**src/hdl/spq_pkg.sv**
```systemverilog
// Shared types and constants for the sprite part quad setup block.
package spq_pkg;

   localparam int unsigned COORD_W     = 16;
   localparam int unsigned TEX_W       = 8;
   localparam int unsigned PAL_W       = 16;
   localparam int unsigned FLAGS_W     = 6;
   localparam int unsigned VTX_W       = 2;
   localparam int unsigned CSR_IDX_W   = 3;
   localparam int unsigned CSR_DATA_W  = 16;
   localparam int unsigned QUEUE_DEPTH = 2;

   // Register indexes of the configuration port.
   localparam logic [CSR_IDX_W-1:0] CSR_ORIGIN_X     = 3'd0;
   localparam logic [CSR_IDX_W-1:0] CSR_ORIGIN_Y     = 3'd1;
   localparam logic [CSR_IDX_W-1:0] CSR_FACES_LEFT   = 3'd2;
   localparam logic [CSR_IDX_W-1:0] CSR_PALETTE_BASE = 3'd3;
   localparam logic [CSR_IDX_W-1:0] CSR_DEPTH_BASE   = 3'd4;

   // Bit positions of part_flags.
   localparam int unsigned FLAG_VFLIP  = 0;
   localparam int unsigned FLAG_HFLIP  = 1;
   localparam int unsigned FLAG_TRIM_R = 2;
   localparam int unsigned FLAG_TRIM_B = 3;
   localparam int unsigned FLAG_TRIM_L = 4;
   localparam int unsigned FLAG_TRIM_T = 5;

   localparam logic [VTX_W-1:0] VTX_LAST = 2'd3;

   typedef struct packed {
      logic [COORD_W-1:0] origin_x;
      logic [COORD_W-1:0] origin_y;
      logic               faces_left;
      logic [PAL_W-1:0]   palette_base;
      logic [PAL_W-1:0]   depth_base;
   } cfg_type;

   // One classified part, ready for vertex generation.
   typedef struct packed {
      logic [COORD_W-1:0] x;
      logic [COORD_W-1:0] y;
      logic [COORD_W-1:0] w;
      logic [COORD_W-1:0] h;
      logic               faces_left;
      logic [TEX_W-1:0]   ul;
      logic [TEX_W-1:0]   ur;
      logic [TEX_W-1:0]   vt;
      logic [TEX_W-1:0]   vb;
      logic [PAL_W-1:0]   pal;
      logic [PAL_W-1:0]   prio;
   } quad_type;

endpackage

```
**src/hdl/spq_front.sv**
```systemverilog
// Front end: applies trims and flips to a part record and builds a quad record.
module spq_front
   import spq_pkg::*;
(
   input  cfg_type            cfg,
   input  logic [FLAGS_W-1:0] part_flags,
   input  logic [COORD_W-1:0] offset_x,
   input  logic [COORD_W-1:0] offset_y,
   input  logic [COORD_W-1:0] width,
   input  logic [COORD_W-1:0] height,
   input  logic [PAL_W-1:0]   palette_offset,
   input  logic [TEX_W-1:0]   tex_left,
   input  logic [TEX_W-1:0]   tex_top,
   input  logic [TEX_W-1:0]   tex_right,
   input  logic [TEX_W-1:0]   tex_bottom,
   output quad_type           quad
);

   logic               vf, hf, tr, tb, tl, tt, hflip;
   logic [COORD_W-1:0] dx_t, dy_t;
   logic [TEX_W-1:0]   u0_t, u1_t, v0_t, v1_t;

   assign vf = part_flags[FLAG_VFLIP];
   assign hf = part_flags[FLAG_HFLIP];
   assign tr = part_flags[FLAG_TRIM_R];
   assign tb = part_flags[FLAG_TRIM_B];
   assign tl = part_flags[FLAG_TRIM_L];
   assign tt = part_flags[FLAG_TRIM_T];
   assign hflip = hf | cfg.faces_left;

   // A trimmed edge moves the origin only when it is the leading edge after flip.
   assign dx_t = offset_x + COORD_W'(tr & hf) + COORD_W'(tl & ~hf);
   assign dy_t = offset_y + COORD_W'(tb & vf) + COORD_W'(tt & ~vf);

   assign u0_t = tex_left + TEX_W'(tl);
   assign u1_t = tex_right - TEX_W'(tr);
   assign v0_t = tex_top + TEX_W'(tt);
   assign v1_t = tex_bottom - TEX_W'(tb);

   always_comb begin
      quad.x = cfg.faces_left ? (cfg.origin_x - dx_t) : (cfg.origin_x + dx_t);
      quad.y = cfg.origin_y + dy_t;
      quad.w = width - COORD_W'(tr) - COORD_W'(tl);
      quad.h = height - COORD_W'(tb) - COORD_W'(tt);
      quad.faces_left = cfg.faces_left;
      quad.ul = hflip ? (u1_t - TEX_W'(1)) : u0_t;
      quad.ur = hflip ? (u0_t - TEX_W'(1)) : u1_t;
      quad.vt = vf ? (v1_t - TEX_W'(1)) : v0_t;
      quad.vb = vf ? (v0_t - TEX_W'(1)) : v1_t;
      quad.pal = cfg.palette_base + palette_offset;
      quad.prio = cfg.depth_base + PAL_W'(1);
   end

endmodule

```
**src/hdl/spq_queue.sv**
```systemverilog
// Small FIFO of quad records between the front end and the vertex generator.
module spq_queue
   import spq_pkg::*;
#(
   parameter int unsigned DEPTH = QUEUE_DEPTH
) (
   input  logic     clock,
   input  logic     reset,
   input  logic     push,
   input  quad_type push_data,
   input  logic     pop,
   output quad_type pop_data,
   output logic     empty,
   output logic     full
);

   localparam int unsigned PTR_W = (DEPTH > 1) ? $clog2(DEPTH) : 1;
   localparam int unsigned CNT_W = $clog2(DEPTH + 1);

   quad_type           entry_ff [DEPTH];
   logic [PTR_W-1:0]   wr_ptr_ff, wr_ptr_in;
   logic [PTR_W-1:0]   rd_ptr_ff, rd_ptr_in;
   logic [CNT_W-1:0]   count_ff, count_in;

   assign empty    = (count_ff == CNT_W'(0));
   assign full     = (count_ff == CNT_W'(DEPTH));
   assign pop_data = entry_ff[rd_ptr_ff];

   always_comb begin
      wr_ptr_in = wr_ptr_ff;
      rd_ptr_in = rd_ptr_ff;
      count_in  = count_ff;
      if (push) begin
         wr_ptr_in = (wr_ptr_ff == PTR_W'(DEPTH - 1)) ? PTR_W'(0) : wr_ptr_ff + PTR_W'(1);
      end
      if (pop) begin
         rd_ptr_in = (rd_ptr_ff == PTR_W'(DEPTH - 1)) ? PTR_W'(0) : rd_ptr_ff + PTR_W'(1);
      end
      if (push && !pop) begin
         count_in = count_ff + CNT_W'(1);
      end else if (pop && !push) begin
         count_in = count_ff - CNT_W'(1);
      end
   end

   always_ff @(posedge clock) begin
      if (reset) begin
         wr_ptr_ff <= '0;
         rd_ptr_ff <= '0;
         count_ff  <= '0;
      end else begin
         wr_ptr_ff <= wr_ptr_in;
         rd_ptr_ff <= rd_ptr_in;
         count_ff  <= count_in;
      end
   end

   always_ff @(posedge clock) begin
      if (push) begin
         entry_ff[wr_ptr_ff] <= push_data;
      end
   end

endmodule

```
**src/hdl/spq_back.sv**
```systemverilog
// Back end: walks the four corners of each queued quad and registers one vertex a cycle.
module spq_back
   import spq_pkg::*;
(
   input  logic               clock,
   input  logic               reset,
   input  logic               q_empty,
   input  quad_type           q_data,
   output logic               q_pop,
   output logic               rsp_valid,
   output logic [VTX_W-1:0]   rsp_vertex_index,
   output logic [COORD_W-1:0] rsp_screen_x,
   output logic [COORD_W-1:0] rsp_screen_y,
   output logic [TEX_W-1:0]   rsp_tex_u,
   output logic [TEX_W-1:0]   rsp_tex_v,
   output logic [PAL_W-1:0]   rsp_palette_out,
   output logic [PAL_W-1:0]   rsp_priority_out,
   output logic               rsp_quad_done,
   output logic               active
);

   quad_type           cur_ff;
   logic               active_ff;
   logic [VTX_W-1:0]   cnt_ff;
   logic [COORD_W-1:0] xl, xr, yb;

   logic               valid_ff;
   logic [VTX_W-1:0]   index_ff;
   logic [COORD_W-1:0] screen_x_ff, screen_y_ff;
   logic [COORD_W-1:0] screen_x_in, screen_y_in;
   logic [TEX_W-1:0]   tex_u_ff, tex_v_ff, tex_u_in, tex_v_in;
   logic [PAL_W-1:0]   pal_ff, prio_ff;
   logic               done_ff;

   // Take the next quad when idle or on the last corner of the current one.
   assign q_pop  = !q_empty && (!active_ff || (cnt_ff == VTX_LAST));
   assign active = active_ff;

   always_ff @(posedge clock) begin
      if (reset) begin
         active_ff <= 1'b0;
         cnt_ff    <= '0;
      end else if (q_pop) begin
         active_ff <= 1'b1;
         cnt_ff    <= '0;
      end else if (active_ff) begin
         cnt_ff <= cnt_ff + VTX_W'(1);
         if (cnt_ff == VTX_LAST) begin
            active_ff <= 1'b0;
         end
      end
   end

   always_ff @(posedge clock) begin
      if (q_pop) begin
         cur_ff <= q_data;
      end
   end

   // A left-facing quad is mirrored about the origin column.
   assign xl = cur_ff.faces_left ? (cur_ff.x - cur_ff.w + COORD_W'(1)) : cur_ff.x;
   assign xr = cur_ff.faces_left ? (cur_ff.x + COORD_W'(1)) : (cur_ff.x + cur_ff.w);
   assign yb = cur_ff.y + cur_ff.h;

   always_comb begin
      screen_x_in = cnt_ff[0] ? xr : xl;
      screen_y_in = cnt_ff[1] ? yb : cur_ff.y;
      tex_u_in    = cnt_ff[0] ? cur_ff.ur : cur_ff.ul;
      tex_v_in    = cnt_ff[1] ? cur_ff.vb : cur_ff.vt;
   end

   always_ff @(posedge clock) begin
      if (reset) begin
         valid_ff <= 1'b0;
      end else begin
         valid_ff <= active_ff;
      end
   end

   always_ff @(posedge clock) begin
      index_ff    <= cnt_ff;
      screen_x_ff <= screen_x_in;
      screen_y_ff <= screen_y_in;
      tex_u_ff    <= tex_u_in;
      tex_v_ff    <= tex_v_in;
      pal_ff      <= cur_ff.pal;
      prio_ff     <= cur_ff.prio;
      done_ff     <= (cnt_ff == VTX_LAST);
   end

   assign rsp_valid        = valid_ff;
   assign rsp_vertex_index = index_ff;
   assign rsp_screen_x     = screen_x_ff;
   assign rsp_screen_y     = screen_y_ff;
   assign rsp_tex_u        = tex_u_ff;
   assign rsp_tex_v        = tex_v_ff;
   assign rsp_palette_out  = pal_ff;
   assign rsp_priority_out = prio_ff;
   assign rsp_quad_done    = done_ff;

endmodule

```
**src/hdl/sprite_part_quad_setup.sv**
```systemverilog
// Top level of the sprite part quad setup block.
//
// Usage: a part record is taken on a rising edge where start is high and busy
// is low; the fields sit on the req_ ports. Each part produces four vertex
// transactions on the rsp_ ports in order top-left, top-right, bottom-left,
// bottom-right, each shown for one cycle with rsp_valid high; rsp_quad_done
// marks the fourth. The receiver cannot stall, so vertices leave one a cycle.
// An accepted part is written into the queue, loaded into the current-quad
// register of a free vertex generator and its first vertex registered onto
// the rsp_ ports. The generator takes the next part on the last corner of the
// current one. A queue of QUEUE_DEPTH classified parts sits between the front
// end and the vertex generator; busy is high while that queue is full.
// Configuration: csr_we writes csr_wdata into register csr_index
// (0 origin_x, 1 origin_y, 2 faces_left, 3 palette_base, 4 depth_base) at a
// rising edge; other indexes are ignored. Write only while the block is idle.
// Reset (synchronous, active high) clears the configuration registers, empties the queue
// and stops any vertex sequence in flight.
module sprite_part_quad_setup
   import spq_pkg::*;
#(
   parameter int unsigned QUEUE_DEPTH = spq_pkg::QUEUE_DEPTH
) (
   input  logic                      clock,
   input  logic                      reset,
   input  logic                      start,
   output logic                      busy,
   input  logic [FLAGS_W-1:0]        req_part_flags,
   input  logic signed [COORD_W-1:0] req_offset_x,
   input  logic signed [COORD_W-1:0] req_offset_y,
   input  logic signed [COORD_W-1:0] req_width,
   input  logic signed [COORD_W-1:0] req_height,
   input  logic [PAL_W-1:0]          req_palette_offset,
   input  logic [TEX_W-1:0]          req_tex_left,
   input  logic [TEX_W-1:0]          req_tex_top,
   input  logic [TEX_W-1:0]          req_tex_right,
   input  logic [TEX_W-1:0]          req_tex_bottom,
   output logic                      rsp_valid,
   output logic [VTX_W-1:0]          rsp_vertex_index,
   output logic signed [COORD_W-1:0] rsp_screen_x,
   output logic signed [COORD_W-1:0] rsp_screen_y,
   output logic [TEX_W-1:0]          rsp_tex_u,
   output logic [TEX_W-1:0]          rsp_tex_v,
   output logic [PAL_W-1:0]          rsp_palette_out,
   output logic [PAL_W-1:0]          rsp_priority_out,
   output logic                      rsp_quad_done,
   input  logic                      csr_we,
   input  logic [CSR_IDX_W-1:0]      csr_index,
   input  logic [CSR_DATA_W-1:0]     csr_wdata
);

   cfg_type            cfg_ff;
   quad_type           front_quad, q_data;
   logic               push, q_pop, q_empty, q_full, back_active;
   logic [COORD_W-1:0] screen_x, screen_y;

   always_ff @(posedge clock) begin
      if (reset) begin
         cfg_ff <= '0;
      end else if (csr_we) begin
         unique case (csr_index)
            CSR_ORIGIN_X:     cfg_ff.origin_x     <= csr_wdata[COORD_W-1:0];
            CSR_ORIGIN_Y:     cfg_ff.origin_y     <= csr_wdata[COORD_W-1:0];
            CSR_FACES_LEFT:   cfg_ff.faces_left   <= csr_wdata[0];
            CSR_PALETTE_BASE: cfg_ff.palette_base <= csr_wdata[PAL_W-1:0];
            CSR_DEPTH_BASE:   cfg_ff.depth_base   <= csr_wdata[PAL_W-1:0];
            default: ;
         endcase
      end
   end

   assign busy = q_full;
   assign push = start && !busy;

   spq_front u_front (
      .cfg            (cfg_ff),
      .part_flags     (req_part_flags),
      .offset_x       (req_offset_x),
      .offset_y       (req_offset_y),
      .width          (req_width),
      .height         (req_height),
      .palette_offset (req_palette_offset),
      .tex_left       (req_tex_left),
      .tex_top        (req_tex_top),
      .tex_right      (req_tex_right),
      .tex_bottom     (req_tex_bottom),
      .quad           (front_quad)
   );

   spq_queue #(
      .DEPTH (QUEUE_DEPTH)
   ) u_queue (
      .clock     (clock),
      .reset     (reset),
      .push      (push),
      .push_data (front_quad),
      .pop       (q_pop),
      .pop_data  (q_data),
      .empty     (q_empty),
      .full      (q_full)
   );

   spq_back u_back (
      .clock            (clock),
      .reset            (reset),
      .q_empty          (q_empty),
      .q_data           (q_data),
      .q_pop            (q_pop),
      .rsp_valid        (rsp_valid),
      .rsp_vertex_index (rsp_vertex_index),
      .rsp_screen_x     (screen_x),
      .rsp_screen_y     (screen_y),
      .rsp_tex_u        (rsp_tex_u),
      .rsp_tex_v        (rsp_tex_v),
      .rsp_palette_out  (rsp_palette_out),
      .rsp_priority_out (rsp_priority_out),
      .rsp_quad_done    (rsp_quad_done),
      .active           (back_active)
   );

   assign rsp_screen_x = screen_x;
   assign rsp_screen_y = screen_y;

   // A vertex other than the last is always followed by the next corner.
   a_corner_walk: assert property (@(posedge clock) disable iff (reset)
      rsp_valid && (rsp_vertex_index != VTX_LAST) |=>
         rsp_valid && (rsp_vertex_index == $past(rsp_vertex_index) + VTX_W'(1)))
      else $error("vertex sequence broken");

   // A later corner only ever follows an earlier one of the same quad.
   a_no_orphan_corner: assert property (@(posedge clock) disable iff (reset)
      rsp_valid && (rsp_vertex_index != '0) |-> $past(rsp_valid))
      else $error("vertex emitted without its predecessor");

   // An accepted transaction leaves the queue occupied or the generator running.
   a_accept_lands: assert property (@(posedge clock) disable iff (reset)
      start && !busy |=> !q_empty || back_active)
      else $error("accepted transaction lost");

endmodule

```
**config.mk**
```make
export PLATFORM = sky130hd
export DESIGN_NAME = sprite_part_quad_setup
export DESIGN_NICKNAME = d
export VERILOG_FILES = /design/src/hdl/spq_pkg.sv /design/src/hdl/spq_front.sv /design/src/hdl/spq_queue.sv /design/src/hdl/spq_back.sv /design/src/hdl/sprite_part_quad_setup.sv
export SDC_FILE = /design/constraint.sdc
export NUM_CORES = 1
export LEC_CHECK = 0
export BUFFER_PORTS_ARGS = -buffer_cell sky130_fd_sc_hd__buf_2
export CAP_MARGIN = 0
export CORE_ASPECT_RATIO = 0.7
export CORE_MARGIN = 2
export CORE_UTILIZATION = 56
export CTS_BUF_LIST = sky130_fd_sc_hd__clkbuf_16
export CTS_CLUSTER_DIAMETER = 40
export DETAILED_ROUTE_END_ITERATION = 7
export PLACE_DENSITY = 0.81
export SETUP_SLACK_MARGIN = 0.05
export SYNTH_ARGS = -nofsm -noshare
export SYNTH_HDL_FRONTEND = slang
export SYNTH_SLANG_ARGS = --single-unit
```
**constraint.sdc**
```tcl
create_clock -name clock -period 7.95 [get_ports clock]
set_clock_uncertainty 0.1 [all_clocks]
set_input_delay 1.1925 -clock clock [delete_from_list [all_inputs] [get_ports clock]]
set_output_delay 1.1925 -clock clock [all_outputs]
set_load 0.1 [all_outputs]
```
==> summary.md, run 1 <==
| Metric | Value |
|---|---|
| Status | finished clean |
| DR WL/cell | 18.5 um |
| Fin crit share | 65.9% |
| Final HPWL DP | 38,100 um |
| Leakage | 11.2 nW |
| Crit-path leading delay family | simple AND/OR/NAND/NOR gates |
| Synth top area cells | edfxtp_1 46%, dfxtp_1 12%, ha_1 7.0% |
| Total power divided by cell area | 382 nW/um2 |
| YS warnings | 0 |
| Critical path type | input port to flop |
| Async set-reset flop share out of synthesis | 0% |
| F_max | 0.191 GHz |
| CP max stage cell | or4b_1 |
| Post-Syn Area | 25,500 um2 |
| Synth Area in Adders | 7.64% |
| Initial core utilization | 56.7% |
| Maximum VDD drop | 320 uV |
| Int Pwr | 6.71 mW |
| Seq/Total Area, Yosys | 57.8% |
| Worst EP required | 8.27 ns |
| Initial antenna violation count | 10 |
| Yosys cell types | 78 |
| Syn Area/Cell | 12.3 um2 |
| R2R setup slack | 4.22 ns |
| Met1 Use GR | 29.7% |
| # setup viols final | 0 |
| Post-synth EDFFs | 387 |
| RD Place Congestion | 0.893 |
| Total Wirelength | 54,700 um |
| Synth Area in Simple Gates | 10.0% |
| First-pass GRT wire length | 85,800 um |
| Num CTS Buffers | 56 |
| Clock buffer depth | 3 |
| RSZ-0062 raised after global routing | false |
| Synth Area in XOR/XNOR | 6.80% |
| Clock tree sinks | 543 |
| Layout cells sized above 1 | 22.1% |
| Worst skew pair latency | 0.59 ns |
| Worst-margin pin slew | 1.15 ns |
| Crit path cell chain | buf_2 -> mux2_2 -> ha_1 -> ha_1 -> and3_1 -> and2_1 -> and3_1 -> xnor2_1 -> a31oi_1 -> xnor2_1 -> ha_1 -> or2_2 -> a21o_1 -> a21boi_0 -> a41oi_2 -> or4b_1 -> nand4_1 |
| Clock root buffer | clkbuf_16 |
| Critical path capture point type | flop |
| Layout net count | 2,595 |
| Logic gate share of total power | 39.2% |
| Vias per cell | 5.57 |
| Die area | 47,300 um2 |
| GR Overflow Total | 0 |
| Worst slack, placed | 2.16 ns |
| Max incr delay on CP | 0.47 ns |
| Clock power share | 22.6% |
| Mux contribution to synthesized area | 7.76% |
| CTS clk-pin slew, worst paths | 0.06 ns |
| Setup TNS after final layout | 0 ns |
| Critical path arrival | 5.56 ns |
| Vias in the first global route | 16,700 |
| #FFs+latches synth | 543 |
| Top-level I/O count | 226 |
| Most used cell, CP | ha_1 |
| Die Wd | 259 um |
| Combinational family with the most area after synthesis | simple AND/OR/NAND/NOR gates |
| Chip height | 183 um |
| Area Growth Syn to Fin | 13.9% |
| Iteration-0 DRC Markers | 1,029 |
| Crit path buffers/inverters | 1 |
| Syn Inst Count | 2,070 |
| Via Count | 16,500 |
| Final WS setup | 2.71 ns |
| M2 GR Usage | 39.5% |
| GRT busiest layer | met2 |
| Post-synthesis compound-gate area fraction | 7.76% |
| CTS tree | yes |
| Seq pwr share | 38.3% |
| Final Max Slew Viols | 0 |
| Post-Syn Nets | 2,362 |
| Remaining DRCs | 0 |
| Core area | 45,000 um2 |
| Final Hold Viols | 0 |
| Routed Antenna Nets | 0 |
| GR Util All Layers | 22.9% |
| Critical Path Start Type | input port |
| Worst Path Max Fanout | 8 |
| Detailed Routing Iterations Pass 1 | 6 |
| Final Non-Filler Cells | 2,958 |
| CTS Hold Buffers Added | 0 |
| Switching share of power | 39.6% |
| Port-buffer cells | 225 |
| Top-area cell type share of the netlist area | 45.6% |
| Post-CTS sizing | 0 |
| Met3 usage | 4.19% |
| Largest net degree at the start of global routing | 82 |
| Max transition margin | 23.6% |
| Class of the worst hold path | flop to flop |
| Switching pwr | 4.40 mW |
| Site Rows | 65 |
| Number of max-cap violations | 0 |
| Postcts setup bufs | 0 |
| Final min period | 5.24 ns |
| Predominant post-synthesis flop cell | edfxtp_1 |
| Leading area contributor after synthesis | edfxtp_1 |
| H-tree Lvls | 2 |
| Post-Place Cells | 2,848 |
==> cells in the mapped netlist (all sizes together), types with 8 or more instances <==
cell type and n:
a21o 18, nand2 209, mux2i 20, a21oi 135, mux2 158, and2 13, o21ai 56, a311oi 9
inv 83, a211oi 14, and3 31, nor3 33, nand3 52, xnor2 119, nor2 105, buf 11
clkbuf 51, nor2b 19, nand2b 19, edfxtp 387, nand4 10, ha 143, o21a 12, dfxtp 156
or3 17, fa 8, a31oi 11, xor2 79, o31ai 10
==> layout by cell type, fill, tap and decap left out, drive strengths merged, types with 52 or more instances in the layout <==
cell	n
edfxtp	387
nor2	105
mux2	158
nand2	209
inv	102
nand3	52
xnor2	119
xor2	79
buf	237
dfxtp	156
a21oi	135
clkbuf	58
ha	143
o21ai	56
==> layout make-up <==
type,count,area (um2)
Sequential cell,543,14700
Timing Repair Buffer,237,1220
Antenna cell,7,17.5
Multi-Input combinational cell,1382,10200
Clock inverter,45,337
Clock buffer,58,1450
Fill cell,3366,15900
Tap cell,603,754
Inverter,83,312
==> kinds of logic (layout without fill, tap and decap cells) <==
| logic type | after synthesis | after routing |
|---|---|---|
| buffers and inverters | 145 | 423 |
| AO/OA/AOI/OAI | 314 | 314 |
| other | 0 | 7 |
| AND/OR/NAND/NOR | 541 | 541 |
| multiplexers | 178 | 178 |
| adder cells (fa/ha/maj) | 151 | 151 |
| flip-flops | 543 | 543 |
| XOR/XNOR | 198 | 198 |
==> power by group through the flow <==
stage / Sequential [mW] / Clock (mW) / Combinational [mW]
finish: 4.25 / 2.51 / 4.35
floorplan: 5.54 / 0 / 2.21
global placement: 4.27 / 0 / 4.20
detailed placement: 4.30 / 0 / 4.32
CTS: 4.25 / 2.55 / 4.35
global route: 4.31 / 2.67 / 4.67
==> stage by stage <==
stage | utilization, % | instance area (um2) | power [mW] | hold slack, ns
after detailed placement | 60.6 | 27200 | 8.62 | 0.227
final | 64.6 | 29100 | 11.1 | 0.240
after floorplan | - | 25500 | 7.75 | 0.223
after global placement | 60.6 | 27200 | 8.47 | 0.225
after CTS | 64.6 | 29000 | 11.2 | 0.242
after global routing | 64.6 | 29000 | 11.7 | 0.247
==> worst register-to-register path, stage by stage, from the launching register on <==
cell and delay [ns]:
dfxtp_1 0.92, mux2i_1 0.28, fa_1 0.50, a21o_1 0.18, a21oi_1 0.23, o21bai_1 0.11, a21oi_2 0.18, o21ai_1 0.18
a41oi_2 0.30, or4b_1 0.47, nand4_1 0.11
==> registers in the layout, summed over array words and instances, names as in the netlist <==
signal and cells:
u_queue.count_ff 2, u_back.rsp_valid 1, u_back.rsp_screen_x 16, u_back.rsp_palette_out 16, u_queue.wr_ptr_ff 1, u_back.rsp_vertex_index 2, u_back.rsp_quad_done 1, u_back.rsp_tex_u 8
u_back.rsp_tex_v 8, u_back.cur_ff 129, u_queue.entry_ff 258, u_back.rsp_screen_y 16, u_queue.rd_ptr_ff 1, u_back.rsp_priority_out 16, u_back.cnt_ff 2, u_back.active 1
cfg_ff 65
==> metal layers <==
metal	wire, um	vias up
li1	-	7999
met1	23700	7903
met2	26700	476
met3	3170	97
met4	1140	4
met5	22	-
==> worst paths after layout <==
check / cells after the start / from / end
worst min-delay path: 0 / u_back.cur_ff[8] / u_back.rsp_priority_out[8]
worst max register to register: 10 / cfg_ff[32] / u_queue.entry_ff[0][127]
worst min register to register: 0 / u_back.cur_ff[8] / u_back.rsp_priority_out[8]
worst max-delay path: 17 / req_part_flags[1] / u_queue.entry_ff[0][127]
No activity file was read; power rests on OpenSTA's default activity.
==> run 2: changes to the inputs <==
--- a/config.mk
+++ b/config.mk
@@ -9,7 +9,7 @@
 export CAP_MARGIN = 0
 export CORE_ASPECT_RATIO = 0.7
 export CORE_MARGIN = 2
-export CORE_UTILIZATION = 56
+export CORE_UTILIZATION = 54
 export CTS_BUF_LIST = sky130_fd_sc_hd__clkbuf_16
 export CTS_CLUSTER_DIAMETER = 40
 export DETAILED_ROUTE_END_ITERATION = 7
==> constraint.sdc (replaced) <==
create_clock -name clock -period 4.35 [get_ports clock]
set_clock_uncertainty 0.1 [all_clocks]
set_input_delay 0.6525 -clock clock [delete_from_list [all_inputs] [get_ports clock]]
set_output_delay 0.6525 -clock clock [all_outputs]
set_load 0.1 [all_outputs]
==> run 2 against run 1 <==
Final cell count up 1.5%. Non-clock buffer count is 29 higher. Sequential cell count is the same. Highest routed layer unchanged.
==> summary.md, run 2 (synthesis gave the netlist of run 1 again) <==
| Metric | Value |
|---|---|
| Status | finished clean |
| RSZ-0062 raised after global routing | false |
| GRT busiest layer | met2 |
| Core area | 46,600 um2 (+3.6%) |
| Final Hold Viols | 0 (unchanged) |
| F_max | 0.253 GHz |
| Worst Path Max Fanout | 5 (-3) |
| DR WL/cell | 18.8 um (+1.6%) |
| Class of the worst hold path | input port to flop |
| Worst skew pair latency | 0.63 ns (+0.04 ns) |
| Area Growth Syn to Fin | 16.1% |
| Worst EP required | 4.70 ns (-3.57 ns) |
| Layout net count | 2,626 (+1.2%) |
| M2 GR Usage | 39.4% (-0.057 points) |
| Crit path cell chain | buf_2 -> mux2_4 -> ha_4 -> and4_1 -> buf_4 -> a211oi_1 -> a41oi_1 -> nor4_2 -> a21o_1 -> xor2_1 -> ha_1 -> a21o_1 -> a21boi_2 -> a41oi_2 -> or4b_1 -> nand4_1 |
| Port-buffer cells | 225 (unchanged) |
| Final Max Slew Viols | 0 (unchanged) |
| Critical path capture point type | flop |
| Most frequent cells in the layout | 387 x edfxtp_1, 225 x buf_2, 209 x nand2_1, 157 x mux2_2, 154 x dfxtp_1 |
| Leakage | 11.5 nW (+2.2%) |
| CTS Hold Buffers Added | 0 (unchanged) |
| Number of max-cap violations | 0 (unchanged) |
| # setup viols final | 0 (unchanged) |
| Postcts setup bufs | 0 (unchanged) |
| Most common cell after layout, fill and taps aside | edfxtp_1 |
| Crit path buffers/inverters | 2 (+1) |
| Max incr delay on CP | 0.46 ns (about the same) |
| Clock buffer depth | 3 (unchanged) |
| Met3 usage | 4.59% (+0.40 points) |
| Top Registers | u_queue.entry_ff (258), u_back.cur_ff (129), cfg_ff (65) |
| Final WS setup | 0.394 ns (-2.31 ns) |
| WHS | 0.220 ns (-0.0205 ns) |
| Detailed Routing Iterations Pass 1 | 5 (-1) |
| Post-CTS sizing | 0 (unchanged) |
| CTS clk-pin slew, worst paths | 0.06 ns (about the same) |
| Critical path type | input port to flop |
| Final HPWL DP | 39,200 um (+2.6%) |
| Initial antenna violation count | 11 (+1) |
| Clock root buffer | clkbuf_16 |
| Largest net degree at the start of global routing | 90 (+9.8%) |
| Site Rows | 66 (+1.5%) |
| Number of flip-flops in the largest register | 258 (unchanged) |
| Worst slack, placed | -0.153 ns (-2.32 ns) |
| Critical Path Start Type | input port |
| GR Util All Layers | 22.8% (-0.059 points) |
| CP max stage cell | or4b_1 |
| Final Total Pwr | 20.8 mW (+88%) |
| Max transition margin | 38.2% (+15 points) |
| RD Place Congestion | 0.892 (-0.13%) |
| Die area | 49,000 um2 (+3.6%) |
| Die Wd | 264 um (+1.8%) |
| Maximum VDD drop | 639 uV (+100%) |
| Met1 Use GR | 28.9% (-0.74 points) |
| Total power divided by cell area | 703 nW/um2 (+84%) |
| Initial core utilization | 54.8% (-1.9 points) |
| Largest Register | u_queue.entry_ff |
| Num CTS Buffers | 58 (+3.6%) |
| Remaining DRCs | 0 (unchanged) |
| Fin crit share | 90.9% |
| Most used cell, CP | a21o_1 |
| Layout cells sized above 1 | 23.7% (+1.6 points) |
| Vias in the first global route | 17,000 (+2.0%) |
| Clock tree sinks | 543 (unchanged) |
| Worst-margin pin slew | 0.927 ns (-0.219 ns) |
| Vias per cell | 5.59 (+0.35%) |
| First-pass GRT wire length | 88,600 um (+3.3%) |
| Crit-path leading delay family | simple AND/OR/NAND/NOR gates |
| CTS tree | yes |
| H-tree Lvls | 2 (unchanged) |
| Critical path arrival | 4.30 ns (-1.26 ns) |
| Final min period | 3.96 ns |
| GR Overflow Total | 0 (unchanged) |
| Iteration-0 DRC Markers | 1,188 (+15%) |
| Routed Antenna Nets | 0 (unchanged) |
| Total Wirelength | 56,400 um (+3.1%) |
| Top-level I/O count | 226 (unchanged) |
| Chip height | 186 um (+1.8%) |
| Via Count | 16,800 (+1.9%) |
-- run 2: stage by stage --
stage / util [%] / cells / area (um2) / setup TNS (ns)
finish: 63.6 / 3003 / 29600 / 0
floorplan: - / 2070 / 25600 / -0.0214
global placement: 59.2 / 2886 / 27600 / -0.266
CTS: 63.5 / 2995 / 29600 / 0
detailed placement: 59.2 / 2886 / 27600 / -0.582
global route: 63.6 / 3000 / 29600 / 0
-- run 2: per-layer routing --
layer,vias up,routed length [um]
met1,8170,24700
met4,6,1260
met5,-,48
li1,8079,-
met3,106,3020
met2,428,27400
-- run 2: area by class of cell --
| type | instances | area, um2 |
|---|---|---|
| diodes | 8 | 20.0 |
| clock buffers | 61 | 1530 |
| clock inverters | 48 | 478 |
| fillers | 3493 | 17000 |
| inverters | 83 | 312 |
| multi-input cells | 1382 | 10300 |
| flip-flops and latches | 543 | 14700 |
| well taps | 612 | 766 |
| repair buffers | 266 | 1480 |
-- run 2: worst min-delay path, delay by kind of cell --
kind,cells,cell delay (ns)
compound gates,1,0.05
simple gates,1,0.06
buf+inv,1,0.13
-- run 2: where the power goes --
part / switching, mW / leakage [nW] / internal [mW] / total, mW
clock network: 2.16 / 1.01 / 2.85 / 5.01
logic: 5.55 / 5.57 / 2.51 / 8.06
registers: 0.527 / 4.92 / 7.22 / 7.75
total: 8.24 / 11.5 / 12.6 / 20.8
-- run 2: path summary, 6_finish.rpt --
check | startpoint | endpoint | slack [ns] | cells after the start
setup / recovery | req_part_flags[1] | u_queue.entry_ff[0][127] | 0.39 | 16
hold / removal | csr_wdata[8] | cfg_ff[41] | 0.22 | 3
setup reg to reg | u_back.cur_ff[64] | u_back.rsp_screen_x[15] | 0.92 | 11
hold reg to reg | u_back.cur_ff[2] | u_back.rsp_priority_out[2] | 0.24 | 0
